## src/rtl/core/rsre_pkg.sv

```systemverilog
// shared constants, state encoding and inter-module structs for the ring extraction core
package rsre_pkg;

   localparam int MAX_ITEMS   = 64;
   localparam int IDX_W       = (MAX_ITEMS > 1) ? $clog2(MAX_ITEMS) : 1;
   localparam int CNT_W       = $clog2(MAX_ITEMS + 1);
   localparam int VALUE_W     = 7;
   localparam int STEP_W      = 6;
   localparam int TOTAL_W     = 12;
   localparam int STEP_MAX    = 63;
   localparam int TOTAL_MAX   = 4095;
   localparam int RESET_ITEMS = (64 > MAX_ITEMS) ? MAX_ITEMS : 64;

   typedef enum logic [2:0] {
      ST_IDLE,
      ST_LOAD,
      ST_CHECK,
      ST_SCAN,
      ST_DECIDE,
      ST_FRONT,
      ST_EMIT
   } state_type;

   // control from the sequencer to the presence map
   typedef struct packed {
      logic             load;
      logic [CNT_W-1:0] load_count;
      logic             clear;
      logic [IDX_W-1:0] idx;
   } ring_ctl_type;

   typedef struct packed {
      logic [STEP_W-1:0]  step_count;
      logic               went_right;
      logic [TOTAL_W-1:0] total_steps;
      logic               not_present;
   } result_type;

endpackage

```

## src/rtl/core/ring_shortest_rotation_extract_core.sv

```systemverilog
// top level of the ring extraction core: stream ports, size register and result register
// the sequencer walks k ring positions from the front to the value and then d more
// on to the next present value (k + d <= MAX_ITEMS); an absent value skips both walks,
// and the walk to the next present value is skipped when the last value is taken
// one request at a time: a new request transfers only once the sequencer is idle again
// reset: synchronous, loads 1..64 (clamped to MAX_ITEMS), clears the total, size reg 64
module ring_shortest_rotation_extract_core (
   input  logic        clock,
   input  logic        reset,
   // request channel
   input  logic        req_tvalid,
   output logic        req_tready,
   input  logic [7:0]  req_tdata,   // [0] restart, [7:1] wanted_value
   // result channel
   output logic        rsp_tvalid,
   input  logic        rsp_tready,
   output logic [23:0] rsp_tdata,   // [5:0] step_count, [6] went_right,
                                    // [18:7] total_steps, [23:19] zero
   output logic [0:0]  rsp_tuser,   // [0] not_present
   // size register write port
   input  logic        csr_wen,
   input  logic [6:0]  csr_wdata    // ring_items
);
   import rsre_pkg::*;

   logic [CNT_W-1:0] ring_items_ff, ring_items_in;
   logic             rsp_valid_ff, rsp_valid_in;
   result_type       rsp_res_ff, rsp_res_in;

   logic             start;
   logic             seq_idle;
   logic             seq_done;
   logic             out_free;
   result_type       seq_result;

   // size register, clamped to the ring capacity on write
   always_comb begin
      ring_items_in = ring_items_ff;
      if (csr_wen) begin
         ring_items_in = (32'(csr_wdata) > MAX_ITEMS) ? CNT_W'(MAX_ITEMS)
                                                       : CNT_W'(csr_wdata);
      end
   end

   // request transfer only while the sequencer is idle
   assign req_tready = seq_idle;
   assign start      = req_tvalid && req_tready;

   // result register frees when empty or being taken this cycle
   assign out_free = !rsp_valid_ff || rsp_tready;

   rsre_seq u_seq (
      .clock        (clock),
      .reset        (reset),
      .start        (start),
      .restart      (req_tdata[0]),
      .wanted_value (req_tdata[7:1]),
      .ring_items   (ring_items_ff),
      .out_free     (out_free),
      .idle         (seq_idle),
      .done         (seq_done),
      .result       (seq_result)
   );

   // result holding register
   always_comb begin
      rsp_valid_in = rsp_valid_ff;
      rsp_res_in   = rsp_res_ff;
      if (seq_done) begin
         rsp_valid_in = 1'b1;
         rsp_res_in   = seq_result;
      end else if (rsp_tready) begin
         rsp_valid_in = 1'b0;
      end
   end

   always_ff @(posedge clock) begin
      if (reset) begin
         ring_items_ff <= CNT_W'(RESET_ITEMS);
         rsp_valid_ff  <= 1'b0;
      end else begin
         ring_items_ff <= ring_items_in;
         rsp_valid_ff  <= rsp_valid_in;
      end
   end

   always_ff @(posedge clock) begin
      rsp_res_ff <= rsp_res_in;
   end

   assign rsp_tvalid = rsp_valid_ff;
   assign rsp_tdata  = {5'b0, rsp_res_ff.total_steps, rsp_res_ff.went_right,
                        rsp_res_ff.step_count};
   assign rsp_tuser  = rsp_res_ff.not_present;

endmodule

```

## src/rtl/core/rsre_ring.sv

```systemverilog
// presence map of the ring: one bit per value, reload, single-bit clear and one read port
module rsre_ring (
   input  logic                  clock,
   input  logic                  reset,
   input  rsre_pkg::ring_ctl_type ctl,
   output logic                  rd_bit
);
   import rsre_pkg::*;

   logic [MAX_ITEMS-1:0] map_ff;
   logic [MAX_ITEMS-1:0] map_in;
   logic [MAX_ITEMS-1:0] load_mask;
   logic [MAX_ITEMS-1:0] reset_mask;

   // positions below the fill count (values 1 to the fill count) are present after a reload
   always_comb begin
      for (int i = 0; i < MAX_ITEMS; i++) begin
         load_mask[i]  = (CNT_W'(i) < ctl.load_count);
         reset_mask[i] = (i < RESET_ITEMS);
      end
   end

   always_comb begin
      map_in = map_ff;
      if (ctl.load) begin
         map_in = load_mask;
      end else if (ctl.clear) begin
         map_in[ctl.idx] = 1'b0;
      end
   end

   always_ff @(posedge clock) begin
      if (reset) begin
         map_ff <= reset_mask;
      end else begin
         map_ff <= map_in;
      end
   end

   assign rd_bit = map_ff[ctl.idx];

endmodule

```

## src/rtl/core/rsre_seq.sv

```systemverilog
// sequencer: walks the ring one position a cycle to count, decide and find the new front
module rsre_seq (
   input  logic                     clock,
   input  logic                     reset,
   input  logic                     start,
   input  logic                     restart,
   input  logic [rsre_pkg::VALUE_W-1:0] wanted_value,
   input  logic [rsre_pkg::CNT_W-1:0]   ring_items,
   input  logic                     out_free,
   output logic                     idle,
   output logic                     done,
   output rsre_pkg::result_type     result
);
   import rsre_pkg::*;

   state_type          state_ff, state_in;
   logic               restart_ff, restart_in;
   logic               in_range_ff, in_range_in;
   logic [IDX_W-1:0]   target_ff, target_in;
   logic [IDX_W-1:0]   pos_ff, pos_in;
   logic [CNT_W-1:0]   p_ff, p_in;
   logic [IDX_W-1:0]   front_ff, front_in;
   logic [CNT_W-1:0]   remaining_ff, remaining_in;
   logic [TOTAL_W-1:0] total_ff, total_in;
   result_type         res_ff, res_in;

   ring_ctl_type       ring_ctl;
   logic               rd_bit;
   logic               found;
   logic               go_left;
   logic [CNT_W-1:0]   steps;
   logic [TOTAL_W:0]   sum;
   logic [IDX_W-1:0]   pos_next;

   rsre_ring u_ring (
      .clock  (clock),
      .reset  (reset),
      .ctl    (ring_ctl),
      .rd_bit (rd_bit)
   );

   // ring position after pos, with wrap
   assign pos_next = (32'(pos_ff) == MAX_ITEMS - 1) ? '0 : pos_ff + IDX_W'(1);

   assign found   = in_range_ff && (remaining_ff != '0) && rd_bit;
   // left when 2p + 1 <= remaining
   assign go_left = ({1'b0, p_ff, 1'b1} <= {1'b0, 1'b0, remaining_ff});
   assign steps   = go_left ? p_ff : (remaining_ff - p_ff);
   assign sum     = (TOTAL_W + 1)'(total_ff) + (TOTAL_W + 1)'(steps);

   // next state
   always_comb begin
      state_in = state_ff;
      unique case (state_ff)
         ST_IDLE: begin
            if (start) state_in = ST_LOAD;
         end
         ST_LOAD: begin
            state_in = ST_CHECK;
         end
         ST_CHECK: begin
            state_in = found ? ST_SCAN : ST_EMIT;
         end
         ST_SCAN: begin
            if (pos_ff == target_ff) state_in = ST_DECIDE;
         end
         ST_DECIDE: begin
            state_in = (remaining_ff == CNT_W'(1)) ? ST_EMIT : ST_FRONT;
         end
         ST_FRONT: begin
            if (rd_bit) state_in = ST_EMIT;
         end
         ST_EMIT: begin
            if (out_free) state_in = ST_IDLE;
         end
         default: state_in = ST_IDLE;
      endcase
   end

   // datapath and outputs
   always_comb begin
      restart_in      = restart_ff;
      in_range_in     = in_range_ff;
      target_in       = target_ff;
      pos_in          = pos_ff;
      p_in            = p_ff;
      front_in        = front_ff;
      remaining_in    = remaining_ff;
      total_in        = total_ff;
      res_in          = res_ff;
      ring_ctl.load       = 1'b0;
      ring_ctl.load_count = ring_items;
      ring_ctl.clear      = 1'b0;
      ring_ctl.idx        = pos_ff;
      unique case (state_ff)
         ST_IDLE: begin
            if (start) begin
               restart_in  = restart;
               in_range_in = (wanted_value != '0) && (32'(wanted_value) <= MAX_ITEMS);
               target_in   = IDX_W'(wanted_value - VALUE_W'(1));
            end
         end
         ST_LOAD: begin
            if (restart_ff) begin
               ring_ctl.load = 1'b1;
               front_in      = '0;
               remaining_in  = ring_items;
               total_in      = '0;
            end
         end
         ST_CHECK: begin
            ring_ctl.idx = target_ff;
            pos_in       = front_ff;
            p_in         = '0;
            if (!found) begin
               res_in.step_count  = '0;
               res_in.went_right  = 1'b0;
               res_in.total_steps = total_ff;
               res_in.not_present = 1'b1;
            end
         end
         ST_SCAN: begin
            if (pos_ff != target_ff) begin
               if (rd_bit) p_in = p_ff + CNT_W'(1);
               pos_in = pos_next;
            end
         end
         ST_DECIDE: begin
            total_in = (32'(sum) > TOTAL_MAX) ? TOTAL_W'(TOTAL_MAX) : sum[TOTAL_W-1:0];
            res_in.step_count  = (32'(steps) > STEP_MAX) ? STEP_W'(STEP_MAX) : STEP_W'(steps);
            res_in.went_right  = !go_left;
            res_in.total_steps = total_in;
            res_in.not_present = 1'b0;
            ring_ctl.clear     = 1'b1;
            remaining_in       = remaining_ff - CNT_W'(1);
            pos_in             = pos_next;
         end
         ST_FRONT: begin
            if (rd_bit) begin
               front_in = pos_ff;
            end else begin
               pos_in = pos_next;
            end
         end
         ST_EMIT: begin
         end
         default: begin
         end
      endcase
   end

   always_ff @(posedge clock) begin
      if (reset) begin
         state_ff     <= ST_IDLE;
         front_ff     <= '0;
         remaining_ff <= CNT_W'(RESET_ITEMS);
         total_ff     <= '0;
      end else begin
         state_ff     <= state_in;
         front_ff     <= front_in;
         remaining_ff <= remaining_in;
         total_ff     <= total_in;
      end
   end

   always_ff @(posedge clock) begin
      restart_ff  <= restart_in;
      in_range_ff <= in_range_in;
      target_ff   <= target_in;
      pos_ff      <= pos_in;
      p_ff        <= p_in;
      res_ff      <= res_in;
   end

   assign idle   = (state_ff == ST_IDLE);
   assign done   = (state_ff == ST_EMIT) && out_free;
   assign result = res_ff;

endmodule
```

## config.mk

```make
export PLATFORM = sky130hd
export DESIGN_NAME = ring_shortest_rotation_extract_core
export DESIGN_NICKNAME = d
export VERILOG_FILES = /design/src/rtl/core/rsre_pkg.sv /design/src/rtl/core/ring_shortest_rotation_extract_core.sv /design/src/rtl/core/rsre_ring.sv /design/src/rtl/core/rsre_seq.sv
export SDC_FILE = /design/constraint.sdc
export NUM_CORES = 1
export LEC_CHECK = 0
export BUFFER_PORTS_ARGS = -buffer_cell sky130_fd_sc_hd__clkbuf_2
export CAP_MARGIN = 10
export CORE_MARGIN = 5
export CORE_UTILIZATION = 50
export CTS_CLUSTER_DIAMETER = 40
export DETAILED_ROUTE_END_ITERATION = 16
export HOLD_SLACK_MARGIN = 0.02
export PLACE_DENSITY = 0.81
export RECOVER_POWER = 100
export REMOVE_ABC_BUFFERS = 1
export SYNTH_ARGS = -nofsm -noshare
export SYNTH_HDL_FRONTEND = slang
export SYNTH_SLANG_ARGS = --single-unit
```

## constraint.sdc

```tcl
create_clock -name clock -period 4.2 [get_ports clock]
set_input_delay 0.21 -clock clock [delete_from_list [all_inputs] [get_ports clock]]
set_output_delay 0.21 -clock clock [all_outputs]
set_load 0.005 [all_outputs]
```

## Word-level counts from Yosys, hierarchy flattened

Cells that the tools add are included.
Widths: inputs -> output; s select.

| storage, ports and cells | value |
|---|---|
| input port bits | 20 |
| flip-flop bits (word level) | 161 |

| operators by class | value |
|---|---|
| muxes and demuxes | 39 |
| equality and inequality tests | 19 |
| reduce and logical (&&, ||, !) cells | 26 |
| bitwise logic cells | 2 |
| $lt $le $gt $ge | 71 |
| add/sub/neg operators | 6 |

Operators with widths:

| operator | count |
|---|---|
| $lt 6x7->1 const A | 32 |
| $mux 64 | 2 |
| $lt 5x7->1 const A | 16 |
| $and 64x64->64 | 1 |
| $not 64->64 | 1 |
| $lt 4x7->1 const A | 8 |
| $mux 6 | 7 |
| $pmux 20 s2 | 1 |
| $mux 7 | 5 |
| $lt 3x7->1 const A | 4 |
| $pmux 7 s2 | 2 |
| $mux 12 | 2 |
| $pmux 12 s2 | 1 |
| $pmux 6 s4 | 1 |
| $pmux 3 s7 | 1 |
| $mux 20 | 1 |
| $mux 3 | 5 |
| $lt 1x7->1 const A | 2 |
| $lt 2x7->1 const A | 2 |
| $ne 2x1->1 const B | 7 |
| $reduce_bool 7->1 | 2 |
| $add 12x7->13 | 1 |
| $gt 13x12->1 const B | 1 |
| $pmux 6 s2 | 1 |
| 32 further kinds | 57 |

## Logic depth before layout (Yosys ltp)

| logic depth | value |
|---|---|
| word-level depth | 10 |
| mapped depth | 24 |
| gate-level depth less buffers | 23 |

## Hierarchy

A second synthesis with hierarchy kept.

| second synthesis, totals | value |
|---|---|
| cells, all modules | 962 |
| area, all modules | 8984.9 µm² |

By module, submodules not included:

| module | instances | cells an instance | area an instance (µm²) |
|---|---|---|---|
| rsre_seq | 1 | 473 | 4480.5 |
| rsre_ring | 1 | 428 | 3528.4 |
| ring_shortest_rotation_extract_core | 1 | 61 | 975.9 |

## Worst setup path before layout

OpenSTA, ideal clock, no wires.

| timing | value |
|---|---|
| path kind | register to register |
| start | register u_seq.remaining_ff[2] |
| end | register u_seq.res_ff, in the netlist u_seq.result[4] (data pin) |
| data arrival time | 4.390 ns |
| period minus slack after synthesis | 4.522 ns |
| setup slack | -0.322 ns |
| path buffers | 1 |
| stages on the path, launching flop included | 25 |
| cells stage by stage | dfxtp_1 -> inv_1 -> ha_1 -> nor2b_1 -> o21a_1 -> o21a_1 -> o21a_1 -> o21a_1 -> o22a_1 -> nor2_1 -> nand2_1 -> nand2_1 -> ha_1 -> inv_1 -> fa_1 -> nand3b_1 -> a21boi_0 -> o21ai_0 -> a21oi_1 -> o21ai_0 -> or3_1 -> clkbuf_1 -> inv_1 -> o21ai_0 -> nand2_1 |

RTL lines:

| item | line | source |
|---|---|---|
| start: declaration | rsre_seq.sv:23 | `logic [CNT_W-1:0] remaining_ff, remaining_in;` |
| start signal: assignment | rsre_seq.sv:156 | `remaining_ff <= CNT_W'(RESET_ITEMS);` |
| start signal: assignment | rsre_seq.sv:161 | `remaining_ff <= remaining_in;` |
| end signal: assignment | rsre_seq.sv:172 | `res_ff <= res_in;` |
| end: declaration | rsre_seq.sv:25 | `result_type res_ff, res_in;` |

## Worst setup path in the final report

| timing | value |
|---|---|
| start | register u_seq.p_ff[1] |
| end | register u_seq.res_ff, in the netlist u_seq.result[14] (data pin) |

| between the ends | value |
|---|---|
| longest elaborated chain between the ends | 5 |
| elaborated cells between the ends (all ways) | 6 |

RTL lines:

| item | line | source |
|---|---|---|
| start: declaration | rsre_seq.sv:21 | `logic [CNT_W-1:0] p_ff, p_in;` |
| start signal: assignment | rsre_seq.sv:171 | `p_ff <= p_in;` |
| $sub 7x7->7 / $le 8x7->1 (equally long branches) | rsre_seq.sv:48, rsre_seq.sv:47 |  |
| $mux 7 * | rsre_seq.sv:48 | `assign steps = go_left ? p_ff : (remaining_ff - p_ff);` |
| $gt 7x6->1 | rsre_seq.sv:130 | `res_in.step_count = (32'(steps) > STEP_MAX) ? STEP_W'(STEP_MAX) : STEP_W'(steps);` |
| $mux 6 * | rsre_seq.sv:130 |  |
| $pmux 20 s2 * | rsre_seq.sv:95 | `unique case (state_ff)` |

Mark *: on every way between the ends. The rest lies on a longest branch, timed or not.
A chain may end at the register's enable or synchronous reset.

==> impl_results.md <==
* Status: finished with violations
* Failing checks: setup timing
* Post-synthesis sequential area ratio at 43.6%
* FP Rows at 48
* Port Buffers at 41
* Met3 usage at between 5 and 6%
* Cts bufs inserted at 17
* # setup viols final at 2
* Dpl hpwl at 16.5 mm
* Slew margin rel. at a little over a fifth
* Final core utilization at 60.2%
* Share of post-route cells with drive strength above 1 at between 10% and 20%
* Crit-path max FO at 3
* Max clock buf depth at 2
* GRT overflow at 0
* Clock sinks at 161
* Asr flop ratio synth at 0%
* Post-synth cell types at 73
* Leakage at 0.00394 uW
* Grt met2 use at 39.8%
* Nets at 1093
* Core area at ~17000 um2
* GR met1 Demand/Resource at 29.6%
* CP Capture Type: flip-flop
* Worst-path clk slew at roughly 60 ps
* Largest net degree at the start of global routing at 33
* Vias per inst at 6.30
* Fin worst setup slack at -59.5 ps
* Period utilization at 101%
* CP Depth at 26
* Die width at 143 um
* Main flop type after synthesis: dfxtp_1
* DR vias at 8059
* MaxCap Viol Count at 0
* Hold path start: csr_wdata[6]
* #FFs+latches synth at 161
* CP required at 4470 ps
* CP Data Arrival Time at 4530 ps
* Post-DR wirelength/cell at 19.4 um
* Hold violation count in the final report at 0
* CP Launch Type: flip-flop
* GRT Total Usage at 24.1%
* Worst r2r path cells at 26
* GR peak layer: met2
* TritonRoute pass-1 iters at 7
* Syn avg cell area at 9.12 um2
* Residual DRC at 0
* Most frequent CP cell: buf_4
* Clk root buf: clkbuf_16
* RSZ-0062 raised after global routing: true
* Ys Warns at 0
* GP Congestion at 0.946
* Vias in the first global route at 7779
* RR Endpoint: u_seq.result[14]$_SDFFCE_PN0P_
* Initial antenna violation count at 0
* CTS tree: built
* Worst R2R Setup Slack at -60 ps
* Worst-Margin Slew at approximately 1200 ps
* RR Startpoint: u_seq.p_ff[1]$_SDFFCE_PN0P_
* Number of synthesized flops with an enable pin at 61
* Layout area overhead at 18.5%
* Clk_lat worst skew at 450 ps
* Largest stage delay, worst path at roughly 430 ps
* Buffer and inverter count on the worst path at 16
* Max Clock Freq at roughly 0.23 GHz
* Post-Syn Instances at roughly 960
* VDD IR-drop max at 368 uV
* Antenna-violating nets left at 0
* Total die area at 20300 um2
* Commonest non-fill, non-tap cells in the layout: nand2_1, dfxtp_1, a21oi_1
* DIE HEIGHT at 143 um
* CTS H-tree lvls at 4
* Slowest cell on crit path: edfxtp_1
* Worst min path class: in -> reg
* CP endpoint: u_seq.result[14]$_SDFFCE_PN0P_
* Final wirelength at between 20 and 25 mm
* Initial core utilization at 50.8%
* Minimum clock period at approximately 4300 ps
* Mapped Area at around 8800 um2
* Fin Hold WS at around 72 ps
* Critical path startpoint: u_seq.p_ff[1]$_SDFFCE_PN0P_
* Setup tns final at -61.0 ps
* Top Ports at 47
* Final Max Slew Viols at 0
* Critical path class: reg -> reg
* Pre-CTS setup slack at -326 ps
* First-pass GRT wire length at 38.8 mm
* Ant diodes at 0
* CP delay by family, top: buffers and inverters
* Clock Skews at 9.82 ps
* Initial DRC Count at about 810
* Pwr Density at 734 nW/um2
* Most common cell after layout, fill and taps aside: nand2_1
## stage by stage
| stage | std cells | power (uW) | cell area, um2 |
|---|---|---|---|
| 2_1_floorplan | 907 | 4420 | 8520 |
| 3_3_place_gp | 1222 | 5480 | 9400 |
| 3_5_place_dp | 1222 | 5580 | 9400 |
| 4_1_cts | 1278 | 7440 | 10300 |
| 5_1_grt | 1280 | 8020 | 10400 |
| 6_report | 1280 | 7650 | 10400 |
## per-layer routing
layer	vias up	wire length, um
met3	116	2150
met1	3826	9590
li1	3655	-
met2	462	12000
met4	0	1130
met5	-	0
## kinds of logic after synthesis
family | share of synthesized area, %
multiplexers | 5.27
XOR/XNOR | 2.79
AND/OR/NAND/NOR | 18.1
flip-flops | 43.6
adder cells (fa/ha/maj) | 4.58
buffers and inverters | 5.45
AO/OA/AOI/OAI | 20.1
other | 0.0427
## cells in the mapped netlist (all sizes together), types with 7 or more instances
master | n | area (um2)
a211oi | 8 | 60.1
a21oi | 73 | 365
a31o | 17 | 149
a31oi | 11 | 68.8
a32o | 28 | 280
and2 | 8 | 50.1
and3 | 9 | 56.3
buf | 21 | 134
clkbuf | 40 | 150
dfxtp | 100 | 2000
edfxtp | 61 | 1830
ha | 29 | 363
inv | 51 | 191
mux2 | 8 | 97.6
mux2i | 32 | 320
nand2 | 153 | 577
nand2b | 14 | 87.6
nand3 | 33 | 165
nand3b | 11 | 82.6
nand4 | 7 | 43.8
nor2 | 41 | 156
nor2b | 12 | 75.1
nor3 | 24 | 120
nor3b | 8 | 65.1
o211ai | 20 | 150
o21ai | 29 | 145
o21bai | 7 | 52.6
xnor2 | 20 | 175
xor2 | 8 | 70.1
## sequential cells by signal, summed over array words and instances, names as in the netlist
register	flops
u_seq.in_range_ff	1
u_seq.state_ff	3
rsp_tuser	1
u_seq.u_ring.map_ff	64
u_seq.total_ff	12
ring_items_ff	7
u_seq.restart_ff	1
rsp_tdata	19
rsp_tvalid	1
u_seq.result	20
u_seq.target_ff	6
u_seq.p_ff	7
u_seq.front_ff	6
u_seq.remaining_ff	7
u_seq.pos_ff	6
## power by group
part | switching [uW] | internal, uW | leakage, uW | total (uW)
Combinational | 2110 | 1430 | 0.00224 | 3540
Clock | 660 | 1040 | 0.000313 | 1700
Sequential | 323 | 2090 | 0.00138 | 2410
Total | 3090 | 4560 | 0.00394 | 7650
## final cells by class
type	count	area, um2
Fill cell	1421	6880
Clock inverter	10	143
Timing Repair Buffer	116	790
Tap cell	225	282
Sequential cell	161	3830
Multi-Input combinational cell	694	4660
Inverter	52	200
Clock buffer	22	508
## worst min path at each step
stage | to | depth (start not counted)
global route | u_seq.target_ff[5]$_DFFE_PP_ | 2
CTS | ring_items_ff[6]$_SDFFE_PP1P_ | 2
finish | ring_items_ff[6]$_SDFFE_PP1P_ | 2
global placement | u_seq.restart_ff$_DFFE_PP_ | 1
detailed placement | u_seq.restart_ff$_DFFE_PP_ | 1
floorplan | ring_items_ff[0]$_SDFFE_PP0P_ | 1
## repair_timing
item,in CTS,in global routing
resized for setup,27,25
setup buffers,18,3
endpoints found under the setup margin,24,25
endpoints found under the hold margin,6,0
hold buffers,6,0
pin swaps,12,18
(Power assumes the default switching activity.)
